==> config.mk <==
export PLATFORM = sky130hd
export DESIGN_NAME = zero_marked_byte_fifo_with_terminator
export DESIGN_NICKNAME = d
export VERILOG_FILES = /design/src/hdl/zmbft_pkg.sv /design/src/hdl/zero_marked_byte_fifo_with_terminator.sv
export SDC_FILE = /design/constraint.sdc
export NUM_CORES = 1
export LEC_CHECK = 0
export BUFFER_PORTS_ARGS = -buffer_cell sky130_fd_sc_hd__buf_2
export CORE_AREA = 2 2 180 314
export CTS_CLUSTER_SIZE = 28
export DETAILED_ROUTE_END_ITERATION = 12
export DIE_AREA = 0 0 182 316
export PLACE_DENSITY = 0.69
export SYNTH_ARGS = -nofsm -noshare
export SYNTH_HDL_FRONTEND = slang
export SYNTH_SLANG_ARGS = --single-unit
==> constraint.sdc <==
create_clock -name aclk -period 5.4 [get_ports aclk]
set_input_delay 0.54 -clock aclk [delete_from_list [all_inputs] [get_ports aclk]]
set_output_delay 0.54 -clock aclk [all_outputs]
set_load 0.02 [all_outputs]
==> src/hdl/zmbft_pkg.sv <==
// ----------------------------------------------------------------------------
// zmbft_pkg
// Constants, types and index helpers for the zero-marked byte FIFO.
// ----------------------------------------------------------------------------
package zmbft_pkg;

    localparam int DEPTH   = 64;
    localparam int IDX_W   = (DEPTH > 1) ? $clog2(DEPTH) : 1;
    localparam int BYTE_W  = 8;
    localparam int KIND_W  = 2;
    localparam int CNT_W   = 2;
    localparam int PADDR_W = 4;
    localparam int PDATA_W = 32;

    localparam logic [BYTE_W-1:0] TERM_LAST_RST  = 8'h0A;
    localparam logic [BYTE_W-1:0] TERM_PREV_RST  = 8'h0D;
    localparam logic [CNT_W-1:0]  TERM_COUNT_RST = 2'd2;

    // register index, taken from paddr[3:2]
    localparam logic [1:0] REG_TERM_LAST  = 2'd0;
    localparam logic [1:0] REG_TERM_PREV  = 2'd1;
    localparam logic [1:0] REG_TERM_COUNT = 2'd2;

    typedef enum logic [KIND_W-1:0] {
        KIND_WRITE = 2'd0,
        KIND_READ  = 2'd1,
        KIND_CLEAR = 2'd2
    } kind_t;

    typedef logic [IDX_W-1:0] idx_t;

    function automatic idx_t idx_inc(input idx_t idx);
        return (idx == IDX_W'(DEPTH - 1)) ? '0 : idx + IDX_W'(1);
    endfunction

    function automatic idx_t idx_dec(input idx_t idx);
        return (idx == '0) ? IDX_W'(DEPTH - 1) : idx - IDX_W'(1);
    endfunction

endpackage

==> src/hdl/zero_marked_byte_fifo_with_terminator.sv <==
// ----------------------------------------------------------------------------
// zero_marked_byte_fifo_with_terminator
// Circular byte queue where a zero byte marks a free slot, with an APB
// programmable terminator check reported after every transaction.
// ----------------------------------------------------------------------------
//
//  channel  | handshake          | payload
//  ---------+--------------------+-------------------------------------------
//  s_       | s_valid / s_ready  | s_kind, s_data_in
//  m_       | m_valid / m_ready  | m_read_data, m_status, m_empty_res,
//           |                    | m_message_complete
//  apb      | psel/penable/...   | paddr, pwdata, prdata (pready tied high)
//
// One transaction per cycle sustained while m_ready stays high; m_valid rises once
// an accepted input has passed the input register and then the result register.
// The slot memory is a single-write, single-read array; a one-bit occupancy
// flop per slot marks non-zero bytes, so clear and full-wipe leave the array alone.
// Reset is synchronous on aresetn; no clearing pass is needed after it.
// A stalled m_ready holds the result register and backs up into s_ready.
// ----------------------------------------------------------------------------
module zero_marked_byte_fifo_with_terminator (
    input  logic                             aclk,
    input  logic                             aresetn,
    // input channel
    input  logic                             s_valid,
    output logic                             s_ready,
    input  logic [zmbft_pkg::KIND_W-1:0]     s_kind,
    input  logic [zmbft_pkg::BYTE_W-1:0]     s_data_in,
    // result channel
    output logic                             m_valid,
    input  logic                             m_ready,
    output logic [zmbft_pkg::BYTE_W-1:0]     m_read_data,
    output logic                             m_status,
    output logic                             m_empty_res,
    output logic                             m_message_complete,
    // configuration
    input  logic                             psel,
    input  logic                             penable,
    input  logic                             pwrite,
    input  logic [zmbft_pkg::PADDR_W-1:0]    paddr,
    input  logic [zmbft_pkg::PDATA_W-1:0]    pwdata,
    output logic [zmbft_pkg::PDATA_W-1:0]    prdata,
    output logic                             pready
);
    import zmbft_pkg::*;

    // configuration registers
    logic [BYTE_W-1:0] term_last_reg;
    logic [BYTE_W-1:0] term_prev_reg;
    logic [CNT_W-1:0]  term_count_reg;
    logic              cfg_wr;

    // input register
    logic              in_vld_reg;
    kind_t             in_kind_reg;
    logic [BYTE_W-1:0] in_data_reg;
    logic              accept;
    logic              adv;

    // queue state
    logic [DEPTH-1:0]  occ_reg, occ_next;
    idx_t              widx_reg, widx_next;
    idx_t              ridx_reg, ridx_next;
    logic              empty_reg, empty_next;
    // shadow copies of the slots one and two behind the write index
    logic [BYTE_W-1:0] last1_reg, last1_next;
    logic [BYTE_W-1:0] last2_reg, last2_next;
    idx_t              prev1;
    idx_t              prev2;

    // slot memory
    logic [BYTE_W-1:0] mem [DEPTH];
    logic [BYTE_W-1:0] mem_rd_reg;
    logic              byp_reg;
    logic [BYTE_W-1:0] byp_data_reg;
    logic              mem_we;
    idx_t              mem_wa;
    logic [BYTE_W-1:0] mem_wd;
    logic [BYTE_W-1:0] slot_rd;

    // per-transaction results
    logic [BYTE_W-1:0] rd_byte;
    logic              full;
    logic              wipe;
    logic              term_hit;

    // result register
    logic              out_vld_reg;
    logic [BYTE_W-1:0] out_rd_reg;
    logic              out_st_reg;
    logic              out_empty_reg;
    logic              out_mc_reg;

    // ------------------------------------------------------------------
    // APB: zero-wait writes, combinational read-back
    // ------------------------------------------------------------------
    assign pready = 1'b1;
    assign cfg_wr = psel && penable && pwrite && pready;

    always_ff @(posedge aclk) begin
        if (!aresetn) begin
            term_last_reg  <= TERM_LAST_RST;
            term_prev_reg  <= TERM_PREV_RST;
            term_count_reg <= TERM_COUNT_RST;
        end else if (cfg_wr) begin
            case (paddr[3:2])
                REG_TERM_LAST:  term_last_reg  <= pwdata[BYTE_W-1:0];
                REG_TERM_PREV:  term_prev_reg  <= pwdata[BYTE_W-1:0];
                REG_TERM_COUNT: term_count_reg <= pwdata[CNT_W-1:0];
                default: ;  // drop writes to unmapped addresses
            endcase
        end
    end

    always_comb begin
        case (paddr[3:2])
            REG_TERM_LAST:  prdata = PDATA_W'(term_last_reg);
            REG_TERM_PREV:  prdata = PDATA_W'(term_prev_reg);
            REG_TERM_COUNT: prdata = PDATA_W'(term_count_reg);
            default:        prdata = '0;
        endcase
    end

    // ------------------------------------------------------------------
    // Handshake: advance the input register whenever the result register
    // is free or being drained this cycle.
    // ------------------------------------------------------------------
    assign adv     = in_vld_reg && (!out_vld_reg || m_ready);
    assign s_ready = !in_vld_reg || adv;
    assign accept  = s_valid && s_ready;

    always_ff @(posedge aclk) begin
        if (!aresetn) begin
            in_vld_reg <= 1'b0;
        end else if (accept) begin
            in_vld_reg <= 1'b1;
        end else if (adv) begin
            in_vld_reg <= 1'b0;
        end
    end

    always_ff @(posedge aclk) begin
        if (accept) begin
            in_kind_reg <= kind_t'(s_kind);
            in_data_reg <= s_data_in;
        end
    end

    // ------------------------------------------------------------------
    // Queue update for the transaction in the input register
    // ------------------------------------------------------------------
    assign prev1 = idx_dec(widx_reg);
    assign prev2 = idx_dec(prev1);

    // A free slot always reads as zero; the registered memory word is only
    // trusted when the occupancy bit says the slot holds a byte.
    assign slot_rd = occ_reg[ridx_reg] ? (byp_reg ? byp_data_reg : mem_rd_reg)
                                       : '0;

    always_comb begin
        occ_next   = occ_reg;
        widx_next  = widx_reg;
        ridx_next  = ridx_reg;
        empty_next = empty_reg;
        last1_next = last1_reg;
        last2_next = last2_reg;
        mem_we     = 1'b0;
        mem_wa     = widx_reg;
        mem_wd     = in_data_reg;
        rd_byte    = '0;
        full       = 1'b0;
        wipe       = 1'b0;
        if (adv) begin
            case (in_kind_reg)
                KIND_WRITE: begin
                    empty_next = 1'b0;
                    if (!occ_reg[widx_reg]) begin
                        // store the byte; a zero byte leaves the slot free
                        occ_next[widx_reg] = |in_data_reg;
                        mem_we             = 1'b1;
                        widx_next          = idx_inc(widx_reg);
                        last2_next         = last1_reg;
                        last1_next         = in_data_reg;
                    end else begin
                        full = 1'b1;
                        wipe = 1'b1;
                    end
                end
                KIND_READ: begin
                    rd_byte            = slot_rd;
                    occ_next[ridx_reg] = 1'b0;
                    if (slot_rd == '0) begin
                        empty_next = 1'b1;
                    end else begin
                        empty_next = 1'b0;
                        ridx_next  = idx_inc(ridx_reg);
                    end
                    // keep the terminator shadows in step with the zeroed slot
                    if (ridx_reg == prev1) begin
                        last1_next = '0;
                    end
                    if (ridx_reg == prev2) begin
                        last2_next = '0;
                    end
                end
                KIND_CLEAR: begin
                    wipe = 1'b1;
                end
                default: ;  // unused kind: leave state alone
            endcase
        end
        if (wipe) begin
            occ_next   = '0;
            widx_next  = '0;
            ridx_next  = '0;
            empty_next = 1'b1;
            last1_next = '0;
            last2_next = '0;
        end
    end

    assign term_hit = (last1_next == term_last_reg) &&
                      (!term_count_reg[1] || (last2_next == term_prev_reg));

    always_ff @(posedge aclk) begin
        if (!aresetn) begin
            occ_reg   <= '0;
            widx_reg  <= '0;
            ridx_reg  <= '0;
            empty_reg <= 1'b1;
            last1_reg <= '0;
            last2_reg <= '0;
        end else begin
            occ_reg   <= occ_next;
            widx_reg  <= widx_next;
            ridx_reg  <= ridx_next;
            empty_reg <= empty_next;
            last1_reg <= last1_next;
            last2_reg <= last2_next;
        end
    end

    // ------------------------------------------------------------------
    // Slot memory: prefetch the word at the next read index so it is
    // ready for the following transaction; bypass a same-cycle write.
    // ------------------------------------------------------------------
    always_ff @(posedge aclk) begin
        if (mem_we) begin
            mem[mem_wa] <= mem_wd;
        end
        mem_rd_reg   <= mem[ridx_next];
        byp_reg      <= mem_we && (mem_wa == ridx_next);
        byp_data_reg <= mem_wd;
    end

    // ------------------------------------------------------------------
    // Result register
    // ------------------------------------------------------------------
    always_ff @(posedge aclk) begin
        if (!aresetn) begin
            out_vld_reg <= 1'b0;
        end else if (adv) begin
            out_vld_reg <= 1'b1;
        end else if (m_ready) begin
            out_vld_reg <= 1'b0;
        end
    end

    always_ff @(posedge aclk) begin
        if (adv) begin
            out_rd_reg    <= rd_byte;
            out_st_reg    <= full;
            out_empty_reg <= empty_next;
            out_mc_reg    <= term_hit;
        end
    end

    assign m_valid            = out_vld_reg;
    assign m_read_data        = out_rd_reg;
    assign m_status           = out_st_reg;
    assign m_empty_res        = out_empty_reg;
    assign m_message_complete = out_mc_reg;

endmodule

==> results of run 1 <==
## per-stage QoR
stage	total power, uW	cells	cell area (um2)	util, %
2_1_floorplan	5870	2617	29900	-
3_3_place_gp	5980	3290	31200	56.7
3_5_place_dp	5990	3290	31200	56.7
4_1_cts	10100	3393	33100	60.1
5_1_grt	10300	3393	33100	60.1
6_report	10000	3393	33100	60.1
## worst max-delay path: cells and delay by family, from the launching register on
kind | cells | cell delay (ps)
simple gates | 6 | 1800
flops | 1 | 880
compound gates | 6 | 1400
buf+inv | 4 | 880
## how the worst min path moves through the flow
stage,slack [ps],depth (start not counted),to,start
2_1_floorplan,440,2,term_count_reg[0],term_count_reg[0]
3_3_place_gp,420,0,byp_data_reg[0],in_data_reg[0]
3_5_place_dp,430,0,byp_data_reg[0],in_data_reg[0]
4_1_cts,70,1,in_data_reg[6],s_data_in[6]
5_1_grt,80,1,in_data_reg[5],s_data_in[5]
6_report,90,1,in_data_reg[6],s_data_in[6]
## cells by family (layout without fill, tap and decap cells)
logic type	after synthesis	in the layout	synth area share, %
buffers and inverters	238	318	4.06
flip-flops	663	663	62.4
AND/OR/NAND/NOR	878	878	13.3
XOR/XNOR	23	23	0.676
AO/OA/AOI/OAI	647	647	13.7
multiplexers	137	137	5.64
adder cells (fa/ha/maj)	6	6	0.252
other	2	25	0.0252
## layer usage
metal	vias to the layer above	routed length [um]	global-route usage, %
li1	9757	-	-
met1	10800	29800	33.9
met2	1116	44500	52.9
met3	322	6080	3.65
met4	0	5810	18.5
met5	-	0	0
## Yosys cell counts, types with 5 or more instances
master,number,area share [%]
a311oi_1,8,0.23
a32o_1,16,0.54
xor2_1,6,0.18
or3_1,5,0.10
a21boi_0,16,0.40
buf_6,15,0.57
a211o_1,14,0.41
a211oi_1,26,0.65
nand3_1,71,1.2
o211ai_1,9,0.23
nand2_1,410,5.2
xnor2_1,17,0.50
inv_1,14,0.18
ha_1,6,0.25
a31oi_1,25,0.52
nor2b_1,9,0.19
a22o_1,23,0.68
a221oi_1,9,0.26
buf_4,37,0.93
buf_1,15,0.19
nand2b_1,8,0.17
and3_1,15,0.31
nor4_1,9,0.19
mux2_2,13,0.49
o21ai_0,89,1.5
nand4_1,7,0.15
a22oi_1,25,0.63
o21ai_1,8,0.13
buf_2,51,0.86
nand3b_1,10,0.25
o22ai_1,24,0.50
edfxtp_1,533,54
nor3_1,139,2.3
mux2i_1,100,3.4
nor2_1,147,1.9
a21oi_1,279,4.7
a21o_1,8,0.20
clkbuf_1,101,1.3
dfxtp_1,130,8.7
and2_1,20,0.42
mux4_2,23,1.7
a32oi_1,37,1.1
## layout make-up
cell class                 count  area share [%]
clock inverter                36            1.24
multi-input combinational   1716            30.7
sequential                   663            56.2
timing repair buffer         197            4.64
clock buffer                  67            4.36
tap                          696            2.63
inverter                      18           0.204
## placed cells by master (no fill, tap or decap), types with 15 or more instances in the layout
cell type | Yosys | final
a31oi_1 | 25 | 25
nor2_1 | 147 | 147
nand3_1 | 71 | 71
edfxtp_1 | 533 | 533
conb_1 | 2 | 25
a32oi_1 | 37 | 37
o21ai_0 | 89 | 89
a22oi_1 | 25 | 25
a32o_1 | 16 | 16
and3_1 | 15 | 15
and2_1 | 20 | 19
buf_4 | 37 | 136
dfxtp_1 | 130 | 128
a22o_1 | 23 | 23
a211oi_1 | 26 | 25
nor3_1 | 139 | 138
buf_2 | 51 | 47
nand2_1 | 410 | 408
xnor2_1 | 17 | 17
o22ai_1 | 24 | 24
mux2i_1 | 100 | 100
clkbuf_16 | 0 | 55
a21boi_0 | 16 | 16
mux4_2 | 23 | 23
a21oi_1 | 279 | 278
## power breakdown
group          leakage [uW]  internal (uW)  switching [uW]
combinational       0.00418           72.0             254
clock              0.000891           2300            1850
sequential          0.00586           5530            24.3
total                0.0109           7900            2130
==> qor.yml, run 1 <==
wire_per_inst_um: 25.4
clock_sinks: 663
fin_ws_ps: 370
synth_edf_count: 533
syn_avg_cell_area_um2: 11.5
ys_ff_latch: 663
grt_max_degree: 125
grt_pass1_vias: 21400
critPathLaunchType: "flop"
vdd.ir_drop.worst_mv: 0.256
worst-path-max-fanout: 77
cp.arrival_ps: 5590
multi_input_area_um2: 10100
io_pins: 99
regArea_um2: 18600
die_x_um: 182
fin_tns_setup_ps: 0
worstPathRequired_ps: 5960
rsz0062_at_grt: "false"
drc_errors: 0
status: "finished, final reports clean"
core_area_um2: 55100
ctsHoldBuffers: 0
crit_chain: "and2_1 > a22o_1 > nor3_1 > or4_4 > o21bai_4 > o21ai_1 > a21oi_4 > buf_12 > buf_12 > nand2_1 > and3_1 > o31ai_1 > buf_4 > a211oi_1 > nor4_2 > buf_4"
setup_viol: 0
max_cap_viol_count: 0
p_per_area_nw_per_um2: 303
fin_skew_ps: 18.5
antenna_found_initial: 0
cts_resized: 0
dr.pass1.iters: 8
p_leak_uw: 0.0109
syn_to_final_growth_pct: 11.0
start_util_pct: 54.2
r2r_slack_ps: 370
crit_start: "ridx_reg[2]"
timing.final.crit_share_pct: 93.1
ys_seq_area_share_pct: 62.4
drt-total-wl_um: 86100
critical-path-max-stage-delay_ps: 880
htree_levels: 2
synthDistinctLibCells: 83
synth_ff_type: "edfxtp_1"
layout.nets: 2710
largest_reg_flops: 512
finalHoldViolCount: 0
worst_slew_pin_slew_ps: 1350
cts_buffers: 55
reg2reg_to: "mem_rd_reg[6]"
cts_buffer_depth: 3
clock.fmax_ghz: 0.199
tritoncts: "built"
post_cts_buffers: 0
clk_latency_ps: 620
drive_gt1_share_pct: 13.0
ys_warn_count: 0
globalRouteOverflowTotal: 0
crit_slowest_cell: "dfxtp_1"
diodes: 0
grt_pass1_wl_um: 129000
reg2regPathDepth: 16
rows: 114
place_ws_ps: 485
end_kind: "flop"
io_buffers: 47
synth-async-reset-ratio_pct: 0
grt_usage_pct: 29.7
die_h_um: 316
viasPerCell: 6.47
critPathKind: "flop to flop"
nFillCells: 4356
syn_area_um2: 29800
cts_root_buf: "clkbuf_16"
slew_viol_final: 0
r2r-start: "ridx_reg[2]"
drt_iter0_markers: 2366
fin_crit_ps: 5030
postSynthCellCount: 2594
final_antenna_net_count: 0
hold_path_class: "input port to flop"
die_area_um2: 57500
clkTransAtPathRegs_ps: 70
dp_hpwl_um: 55100
worst_hold_slack_ps: 90.9
cp-endpoint: "mem_rd_reg[6]"
routabilityCongestion: 0.961
relSlewSlack_pct: 10.1
via_count: 22000
Power figures use the tool's default switching activity.
==> run 2: changes to the inputs <==
==> constraint.sdc (replaced) <==
create_clock -name aclk -period 5.4 [get_ports aclk]
set_input_delay 1.08 -clock aclk [delete_from_list [all_inputs] [get_ports aclk]]
set_output_delay 1.08 -clock aclk [all_outputs]
set_load 0.02 [all_outputs]
==> run 2 against run 1 <==
  * First-iteration DRC count grew 1.5%
  * Combinational power about the same
  * Count of clock-buffer cells in the layout increased by 1
  * Design area increased by 0.82%
  * Setup slack worse by 240 ps
  * Sequential power about the same
  * Cell count increased by 0.62%
  * Register-to-register slack got worse by 240 ps
  * Non-clock buffer count is 20 higher
  * Clock power up 6.0%
  * Critical path type unchanged
  * Critical endpoint is now mem_rd_reg[7]
  * Largest power group unchanged
==> qor.yml, run 2 (same netlist as run 1, synthesis figures left out) <==
vdd.ir_drop.worst_mv: 0.247
end_kind: "flop"
clock.fmax_ghz: 0.190
drive_gt1_share_pct: 13.9
p_int_uw: 8140
layout_common_cells: "edfxtp_1 (533), nand2_1 (408), a21oi_1 (278), buf_4 (157), nor2_1 (147)"
worst-path-max-fanout: 12
worstPathRequired_ps: 5860
rsz0062_at_grt: "false"
relSlewSlack_pct: 13.2
viasPerCell: 6.49
grt_usage_pct: 29.9
max_cap_viol_count: 0
grt_max_degree: 126
antenna_found_initial: 0
layout.nets: 2730
diodes: 0
cts_buffers: 55
power_uw: 10300
switchingPower_uw: 2140
rows: 114
wire_per_inst_um: 25.4
drc_errors: 0
die_h_um: 316
fin_tns_setup_ps: 0
worst_slew_pin_slew_ps: 1300
start_util_pct: 54.2
syn_to_final_growth_pct: 11.9
final_common_cell: "edfxtp_1"
power_frac_seq_pct: 54.1
reg2regPathDepth: 12
io_pins: 99
drt-total-wl_um: 86600
largest_reg_flops: 512
critPathLaunchType: "flop"
grt_pass1_wl_um: 130000
cts_buffer_depth: 3
fin_crit_ps: 5270
routabilityCongestion: 0.987
final_antenna_net_count: 0
status: "finished, final reports clean"
swShare_pct: 20.8
p_per_area_nw_per_um2: 308
critPathKind: "flop to flop"
grt_pass1_vias: 21900
dr.pass1.iters: 6
timing.final.crit_share_pct: 97.5
cp.arrival_ps: 5720
setup_viol: 0
slew_viol_final: 0
clock_sinks: 663
dp_hpwl_um: 56400
post_cts_buffers: 0
clkTransAtPathRegs_ps: 70
p_leak_uw: 0.0111
core_area_um2: 55100
finalHoldViolCount: 0
p_clk_share_pct: 42.8
p_comb_share_pct: 3.2
reg2reg_to: "mem_rd_reg[7]"
fin_skew_ps: 20.7
drt_iter0_markers: 2401
cp-endpoint: "mem_rd_reg[7]"
r2r-start: "mem_wa[1]"
hold_path_class: "flop to flop"
htree_levels: 2
io_buffers: 47
die_area_um2: 57500
crit_start: "mem_wa[1]"
die_x_um: 182
clk_latency_ps: 620
globalRouteOverflowTotal: 0
cts_root_buf: "clkbuf_16"
r2r_slack_ps: 130
tritoncts: "built"
via_count: 22100
ctsHoldBuffers: 0
==> run 2: cell count changes in the layout (fill, tap and decap cells not counted), moves of 3 or more <==
| cell | delta |
|---|---|
| buf_4 | +21 |
| clkinv_1 | -6 |
| clkinv_2 | +3 |
| bufinv_16 | +5 |
==> run 2: per-layer routing <==
| metal | vias up | global-route usage [%] | part of all wire, % |
|---|---|---|---|
| met5 | - | 0 | 0 |
| met1 | 10800 | 33.2 | 34 |
| met4 | 0 | 22.2 | 8.1 |
| met2 | 1132 | 52.3 | 51 |
| li1 | 9810 | - | - |
| met3 | 380 | 4.38 | 7.4 |
==> run 2: power by group through the flow <==
stage          clock [uW]  combinational (uW)  sequential, uW
6_report             4400                 328            5560
5_1_grt              4620                 347            5560
4_1_cts              4430                 322            5560
3_5_place_dp            0                 321            5670
3_3_place_gp            0                 312            5670
2_1_floorplan           0                 184            5690
==> run 2: stage by stage <==
step / setup WS (ps) / util, % / hold slack (ps) / area, um2 / cells
2_1_floorplan: 1240 / - / 436 / 29900 / 2617
3_3_place_gp: 272 / 57.0 / 450 / 31400 / 3310
4_1_cts: 209 / 60.6 / 482 / 33400 / 3414
6_report: 134 / 60.6 / 478 / 33400 / 3414
5_1_grt: 77.4 / 60.6 / 503 / 33400 / 3414
3_5_place_dp: 222 / 57.0 / 466 / 31400 / 3310
==> run 2: layout make-up <==
type / count / area [um2]
fillers: 4326 / 21700
flip-flops and latches: 663 / 18600
multi-input cells: 1716 / 10100
repair buffers: 217 / 1670
clock buffers: 68 / 1450
well taps: 696 / 871
clock inverters: 36 / 533
inverters: 18 / 71.3
==> run 2: what timing repair did <==
| item | CTS | global route |
|---|---|---|
| setup endpoints to repair | 0 | 2 |
| gates resized for setup | 0 | 2 |
| hold endpoints to repair | 0 | 0 |
==> run 2: critical path, cell delays in order, from the launching register on <==
cell	delay, ps
dfxtp_1	760
mux2_4	350
a221o_1	360
a211oi_2	170
o22ai_1	270
nor4_4	620
a21o_1	560
nand3_1	580
a211o_1	450
o211ai_1	200
o22ai_1	150
buf_4	170
a311oi_1	450
==> run 2: worst min path at each step <==
stage                           start  cells past startpoint                end
global placement    term_count_reg[0]                      2  term_count_reg[0]
CTS                         empty_reg                      2          empty_reg
detailed placement          empty_reg                      2          empty_reg
floorplan           term_count_reg[0]                      2  term_count_reg[0]
finish              term_count_reg[0]                      2  term_count_reg[0]
global route        term_count_reg[0]                      2  term_count_reg[0]
